### src/sv/tcc_pkg.sv
// Shared types, constants and helper functions for the text console engine.
// Used by tcc_ctrl, tcc_datapath and text_console_cursor_scroll_top; no dependencies.
package tcc_pkg;

    // Screen geometry
    localparam int COLUMNS   = 80;
    localparam int ROWS      = 25;
    localparam int TAB_WIDTH = 8;

    localparam int CELLS    = COLUMNS * ROWS;
    localparam int COPY_LEN = (ROWS - 1) * COLUMNS;
    localparam int ADDR_W   = $clog2(CELLS);
    localparam int COL_W    = $clog2(COLUMNS);
    localparam int COLX_W   = $clog2(COLUMNS + TAB_WIDTH);
    localparam int ROW_W    = (ROWS > 1) ? $clog2(ROWS) : 1;
    localparam int ROWX_W   = $clog2(ROWS + 1);
    localparam int NTAB     = (COLUMNS - 1) / TAB_WIDTH + 1;

    // Fixed field widths of the transaction payloads
    localparam int CMD_W  = 2;
    localparam int CHAR_W = 8;
    localparam int LOC_W  = 11;
    localparam int CELL_W = 16;

    localparam logic [CELL_W-1:0] BLANK_CELL = 16'h0F20;

    // Command codes
    localparam logic [CMD_W-1:0] CMD_PUT   = 2'd0;
    localparam logic [CMD_W-1:0] CMD_CLEAR = 2'd1;
    localparam logic [CMD_W-1:0] CMD_READ  = 2'd2;
    localparam logic [CMD_W-1:0] CMD_NONE  = 2'd3;

    // Character codes
    localparam logic [CHAR_W-1:0] CH_BS    = 8'h08;
    localparam logic [CHAR_W-1:0] CH_TAB   = 8'h09;
    localparam logic [CHAR_W-1:0] CH_LF    = 8'h0A;
    localparam logic [CHAR_W-1:0] CH_CR    = 8'h0D;
    localparam logic [CHAR_W-1:0] CH_SPACE = 8'h20;
    localparam logic [CHAR_W-1:0] CH_DEL   = 8'h7F;

    typedef struct packed {
        logic [CMD_W-1:0]  command;
        logic [CHAR_W-1:0] char_code;
        logic [3:0]        background_color;
        logic [3:0]        foreground_color;
        logic [LOC_W-1:0]  cell_address;
    } in_item_t;

    typedef struct packed {
        logic [LOC_W-1:0]  cursor_location;
        logic [CELL_W-1:0] cell_data;
    } out_item_t;

    typedef enum logic [2:0] {
        ST_INIT,
        ST_IDLE,
        ST_FILL,
        ST_COPY,
        ST_BLANK,
        ST_READ
    } state_t;

    typedef enum logic [1:0] {
        SW_NONE,
        SW_FILL,
        SW_COPY,
        SW_BLANK
    } sweep_t;

    // Commands from controller to datapath
    typedef struct packed {
        logic   accept;
        logic   cnt_clr;
        sweep_t sweep_op;
        logic   load_result;
        logic   load_read;
    } ctrl_t;

    // Status from datapath to controller
    typedef struct packed {
        logic put_scroll;
        logic copy_end;
        logic fill_end;
    } status_t;

    // Next tab stop strictly above the given column
    function automatic logic [COLX_W-1:0] tab_stop(input logic [COL_W-1:0] col);
        logic [COLX_W-1:0] stop;
        stop = COLX_W'(NTAB * TAB_WIDTH);
        for (int m = NTAB; m >= 1; m--) begin
            if (m * TAB_WIDTH > int'(col)) begin
                stop = COLX_W'(m * TAB_WIDTH);
            end
        end
        return stop;
    endfunction

endpackage

### src/sv/tcc_ctrl.sv
// Controller state machine: handshake, buffer sweeps and result loading.
// Depends on tcc_pkg; drives tcc_datapath through ctrl_t and reads status_t.
module tcc_ctrl (
    input  logic                       aclk,
    input  logic                       aresetn,
    input  logic                       s_valid,
    output logic                       s_ready,
    input  logic [tcc_pkg::CMD_W-1:0]  in_cmd,
    output logic                       m_valid,
    input  logic                       m_ready,
    input  tcc_pkg::status_t           st,
    output tcc_pkg::ctrl_t             ctrl
);

    tcc_pkg::state_t state_reg, state_next;
    logic            m_valid_reg, m_valid_next;
    logic            slot_free;

    assign slot_free = !m_valid_reg || m_ready;
    assign s_ready   = (state_reg == tcc_pkg::ST_IDLE) && slot_free;
    assign m_valid   = m_valid_reg;

    // Hold state and result flag
    always_ff @(posedge aclk) begin
        if (!aresetn) begin
            state_reg   <= tcc_pkg::ST_INIT;
            m_valid_reg <= 1'b0;
        end else begin
            state_reg   <= state_next;
            m_valid_reg <= m_valid_next;
        end
    end

    // Next state and commands
    always_comb begin
        state_next       = state_reg;
        ctrl.accept      = 1'b0;
        ctrl.cnt_clr     = 1'b0;
        ctrl.sweep_op    = tcc_pkg::SW_NONE;
        ctrl.load_result = 1'b0;
        ctrl.load_read   = 1'b0;
        unique case (state_reg)
            tcc_pkg::ST_INIT: begin
                ctrl.sweep_op = tcc_pkg::SW_FILL;
                if (st.fill_end) begin
                    state_next = tcc_pkg::ST_IDLE;
                end
            end
            tcc_pkg::ST_IDLE: begin
                if (s_valid && slot_free) begin
                    ctrl.accept = 1'b1;
                    unique case (in_cmd)
                        tcc_pkg::CMD_PUT: begin
                            if (st.put_scroll) begin
                                ctrl.cnt_clr = 1'b1;
                                state_next   = tcc_pkg::ST_COPY;
                            end else begin
                                ctrl.load_result = 1'b1;
                            end
                        end
                        tcc_pkg::CMD_CLEAR: begin
                            ctrl.cnt_clr = 1'b1;
                            state_next   = tcc_pkg::ST_FILL;
                        end
                        tcc_pkg::CMD_READ: begin
                            state_next = tcc_pkg::ST_READ;
                        end
                        tcc_pkg::CMD_NONE: begin
                            ctrl.load_result = 1'b1;
                        end
                    endcase
                end
            end
            tcc_pkg::ST_FILL: begin
                ctrl.sweep_op = tcc_pkg::SW_FILL;
                if (st.fill_end) begin
                    ctrl.load_result = 1'b1;
                    state_next       = tcc_pkg::ST_IDLE;
                end
            end
            tcc_pkg::ST_COPY: begin
                ctrl.sweep_op = tcc_pkg::SW_COPY;
                if (st.copy_end) begin
                    state_next = tcc_pkg::ST_BLANK;
                end
            end
            tcc_pkg::ST_BLANK: begin
                ctrl.sweep_op = tcc_pkg::SW_BLANK;
                if (st.fill_end) begin
                    ctrl.load_result = 1'b1;
                    state_next       = tcc_pkg::ST_IDLE;
                end
            end
            tcc_pkg::ST_READ: begin
                ctrl.load_result = 1'b1;
                ctrl.load_read   = 1'b1;
                state_next       = tcc_pkg::ST_IDLE;
            end
            default: begin
                state_next = tcc_pkg::ST_INIT;
            end
        endcase
    end

    // Set on load, drop when taken
    always_comb begin
        if (ctrl.load_result) begin
            m_valid_next = 1'b1;
        end else if (m_ready) begin
            m_valid_next = 1'b0;
        end else begin
            m_valid_next = m_valid_reg;
        end
    end

    // A result never overwrites one still waiting
    a_load_slot: assert property (@(posedge aclk) disable iff (!aresetn)
        ctrl.load_result |-> slot_free)
        else $error("result loaded while output register full");

    // A clear transaction starts the fill sweep
    a_clear_fill: assert property (@(posedge aclk) disable iff (!aresetn)
        (ctrl.accept && in_cmd == tcc_pkg::CMD_CLEAR) |=> state_reg == tcc_pkg::ST_FILL)
        else $error("clear did not start fill sweep");

    // The copy phase always hands over to the bottom row blanking
    a_copy_blank: assert property (@(posedge aclk) disable iff (!aresetn)
        (state_reg == tcc_pkg::ST_COPY && st.copy_end) |=> state_reg == tcc_pkg::ST_BLANK)
        else $error("scroll copy not followed by blanking");

    // No transaction taken during any sweep
    a_sweep_busy: assert property (@(posedge aclk) disable iff (!aresetn)
        (ctrl.sweep_op != tcc_pkg::SW_NONE) |-> !s_ready)
        else $error("input ready during buffer sweep");

endmodule

### config.mk
export PLATFORM = sky130hd
export DESIGN_NAME = tcc_ctrl
export DESIGN_NICKNAME = d
export VERILOG_FILES = /design/src/sv/tcc_pkg.sv /design/src/sv/tcc_ctrl.sv
export SDC_FILE = /design/constraint.sdc
export NUM_CORES = 1
export LEC_CHECK = 0
export ABC_AREA = 1
export ABC_CLOCK_PERIOD_IN_PS = 1800
export BUFFER_PORTS_ARGS = -buffer_cell sky130_fd_sc_hd__buf_2
export CORE_AREA = 2 2 39 41
export CTS_BUF_LIST = sky130_fd_sc_hd__clkbuf_8
export DETAILED_ROUTE_END_ITERATION = 10
export DIE_AREA = 0 0 41 43
export GPL_TIMING_DRIVEN = 1
export PLACE_DENSITY = 0.63
export SETUP_SLACK_MARGIN = 0.02
export SYNTH_ARGS = -nofsm -noshare
export SYNTH_HDL_FRONTEND = slang
export SYNTH_SLANG_ARGS = --single-unit
### constraint.sdc
create_clock -name aclk -period 1.8 [get_ports aclk]
set_clock_uncertainty 0.1 [all_clocks]
set_input_delay 0.09 -clock aclk [delete_from_list [all_inputs] [get_ports aclk]]
set_output_delay 0.09 -clock aclk [all_outputs]
set_load 0.01 [all_outputs]
* Yosys cells after proc, flatten, opt, wreduce, memory -nomap -nowiden
Index checks and enable logic that the tools add are counted.
** Storage, ports and cells
- Bits in registers :: 4
- Word-level logic and storage cells :: 45
** Operators by class
- Equal/unequal tests :: 13
- Multiplexer cells :: 19
- Reductions and logical operators :: 11
** Operator list (count)
- $mux W3 :: 4
- $pmux W3 S4 :: 1
- $pmux W3 S3 :: 1
- $mux W1 :: 7
- $eq A3 B2 Y1 const B :: 2
- $eq A3 B3 Y1 const B :: 2
- $pmux W2 S3 :: 1
- $reduce_and A5 Y1 :: 1
- $eq A2 B2 Y1 const B :: 2
- $mux W2 :: 2
- $ne A2 B1 Y1 const B :: 2
- $ne A4 B1 Y1 const B :: 1
- $pmux W1 S2 :: 2
- $reduce_or A2 Y1 :: 2
- $eq A3 B1 Y1 const B :: 1
- $logic_not A3 Y1 :: 1
- $ne A3 B3 Y1 const B :: 1
- $pmux W1 S3 :: 1
- $reduce_or A3 Y1 :: 1
- $eq A2 B1 Y1 const B :: 1
- $logic_and A1 B1 Y1 :: 2
- $logic_not A2 Y1 :: 1
- $ne A2 B2 Y1 const B :: 1
- $reduce_bool A2 Y1 :: 1
- other kinds (2) :: 2

* Longest topological paths before layout
- Depth in word-level cells :: 6
- Gate-level depth with buffers :: 11

* Worst setup path before layout
No wires, ideal clock.
- Path type :: register to output
- Start :: register state_reg[0]
- End :: output ctrl[1] in the netlist's numbering
- Arrival :: 1.005 ns
- Data required time :: 1.610 ns
- Slack :: 0.605 ns
- Cell stages (with the launch flop) :: 8
- Path buffers :: 1
- Path through :: dfxtp_1 inv_2 nor2_4 nand2_4 nor2_4 nand2_2 nand2_1 buf_4
** RTL lines
- start: declaration :: line tcc_ctrl.sv:15 : tcc_pkg::state_t state_reg, state_next;
- start signal: assignment :: line tcc_ctrl.sv:26 : state_reg <= tcc_pkg::ST_INIT;
- start signal: assignment :: line tcc_ctrl.sv:29 : state_reg <= state_next;
- end: declaration :: line tcc_ctrl.sv:12 : output tcc_pkg::ctrl_t ctrl

==> flow_summary.json <==
{
  "run_status": "finished, final reports clean",
  "drtPass1Iterations": 2,
  "overflow": 0,
  "routedWlPerCell_um": 8.17,
  "grtUsageTotal_pct": 12.4,
  "initial_core_util_pct": 32.5,
  "cts_tree": "yes",
  "ir_drop_mv": 0.395,
  "slew_violations": 0,
  "placedCellCount": 103,
  "num-fill-cells": 150,
  "cts_resized": 0,
  "core_area_um2": 1380,
  "htree_num_levels": 1,
  "cts-root-buf": "clkbuf_8",
  "grt_pass1_wl_mm": 1.45,
  "clk-insertion-delay-late_ns": 0.22,
  "cp.required_ns": 1.61,
  "viasPerCell": 4.38,
  "fin_nets": 105,
  "utilization_pct": 42.2,
  "grt_antenna_before_repair": 0,
  "setup_violations": 0,
  "final_cells": 106,
  "ff2ff_path_depth": 7,
  "syn-instance-count": 72,
  "relSlewSlack_pct": 83.9,
  "fin_tns_setup_ns": 0,
  "cap_violations": 0,
  "critPathLaunchType": "register",
  "grt_pass1_vias": 405,
  "grt_max_degree": 8,
  "wirelength_um": 866,
  "drive_gt1_share_pct": 33.3,
  "portBuffers": 16,
  "clock_path_buffers": 2,
  "ff_latch_area_um2": 80.1,
  "hold_viol": 0,
  "p_leak_nw": 0.369,
  "synth-seq-cells": 4,
  "path_class": "register to primary output",
  "whs_path_depth": 3,
  "synth_cell_types": 19,
  "dieArea_um2": 1760,
  "worst_slew_pin_slew_ns": 0.241,
  "multiInputGateArea_um2": 293,
  "path_clk_slew_ns": 0.03,
  "ios": 17,
  "finalCriticalPeriod_ns": 1.45,
  "clock-sinks": 4,
  "gp_congestion": 0.799,
  "largest_register_ffs": 3,
  "endpoint_kind": "primary output",
  "n_antenna_cell": 0,
  "detail_route.iter0.violations": 6,
  "fin_crit_sh_pct": 80.7,
  "synth_area_per_cell_um2": 6.26,
  "ctsHoldBuffers": 0,
  "area_delta_synth_final_pct": 29.7,
  "die_x_um": 41,
  "dpl.hpwl_um": 736,
  "rsz0062_at_grt": "false",
  "hold_path.class": "primary input to register",
  "drtAntennaViolNets": 0,
  "power.density_nw_per_um2": 943,
  "numCtsBuffers": 3,
  "max_freq_ghz": 0.689,
  "drc": 0,
  "via_count": 464,
  "syn-cell-area_um2": 450,
  "ys_warn_count": 0,
  "crit_arrival_ns": 1.26,
  "row_count": 14,
  "synth.net_count": 85,
  "cts_setup_buffers": 0,
  "seq_area_frac_synth_pct": 17.8,
  "critPathMaxFanout": 5,
  "die_h_um": 43
}
==> cell type report <==
class / instances / share of cell area [%]
Sequential cell: 4 / 13.7
Clock buffer: 3 / 7.07
Tap cell: 16 / 3.43
Inverter: 18 / 12.0
Multi-Input combinational cell: 49 / 50.1
Timing Repair Buffer: 16 / 13.7
==> synth_stat cells, drive strengths merged <==
cell    number  area [um2]
nand4        2        12.5
nor3         1        5.00
a21oi        5        28.8
buf          1        7.51
inv         18        70.1
nor2        11        56.3
dfxtp        4        80.1
nand2       16        77.6
ha           4        50.1
nand3b       1        7.51
o21ai        4        20.0
nand3        5        35.0
==> layer usage <==
| layer | vias up | share of wire, % | GRT usage (%) |
|---|---|---|---|
| met2 | 15 | 48 | 19.1 |
| met5 | - | 0 | 0 |
| met1 | 193 | 45 | 13.5 |
| met4 | 0 | 0 | 4.00 |
| li1 | 256 | - | - |
| met3 | 0 | 7.4 | 7.85 |
==> cells in the final DEF, fill, tap and decap left out <==
cell       n
a21oi_1    4
a21oi_2    1
buf_2     16
clkbuf_8   3
dfxtp_1    4
ha_1       4
inv_1     15
inv_2      2
inv_4      1
nand2_1   13
nand2_2    1
nand2_4    2
nand3_1    3
nand3_2    2
nand3b_1   1
nand4_1    2
nor2_1     9
nor2_4     2
nor3_1     1
o21ai_0    4
==> cells by family (layout without fill, tap and decap cells) <==
| group | count (synthesis) | after routing | synth area share, % |
|---|---|---|---|
| AOI/OAI and AO/OA | 9 | 9 | 10.8 |
| buffers and inverters | 19 | 37 | 17.2 |
| adders and majority gates | 4 | 4 | 11.1 |
| DFF | 4 | 4 | 17.8 |
| and+or+nand+nor | 36 | 36 | 43.1 |
==> where the power goes <==
part           total, mW  internal, mW  switching [mW]  leakage, nW
registers          0.130         0.107          0.0239       0.0331
clock network      0.187         0.142          0.0447       0.0216
logic              0.234        0.0929           0.141        0.314
total              0.551         0.342           0.209        0.369
==> metrics by stage <==
step | power, mW | setup slack (ns) | instance area [um2] | hold WS, ns
floorplan | 0.311 | 0.605 | 450 | 0.0876
global placement | 0.366 | 0.545 | 543 | 0.231
detailed placement | 0.367 | 0.533 | 543 | 0.237
CTS | 0.559 | 0.321 | 584 | 0.0126
global route | 0.602 | 0.227 | 584 | 0.0272
finish | 0.551 | 0.348 | 584 | 0.0132
==> path summary, 6_finish.rpt <==
kind,start,endpoint,slack [ns]
min,aresetn,m_valid,0.01
max reg2reg,state_reg[0],state_reg[1],0.59
min reg2reg,m_valid,m_valid,0.50
max,state_reg[0],ctrl[1],0.35
==> critical path, cell delays in order, from the launching register on <==
cell and delay, ns:
dfxtp_1 0.37, inv_2 0.07, nor2_4 0.15, nand2_4 0.10, nor2_4 0.12, nand2_2 0.07
nand2_1 0.06, buf_2 0.12
No activity file was read; power rests on OpenSTA's default activity.
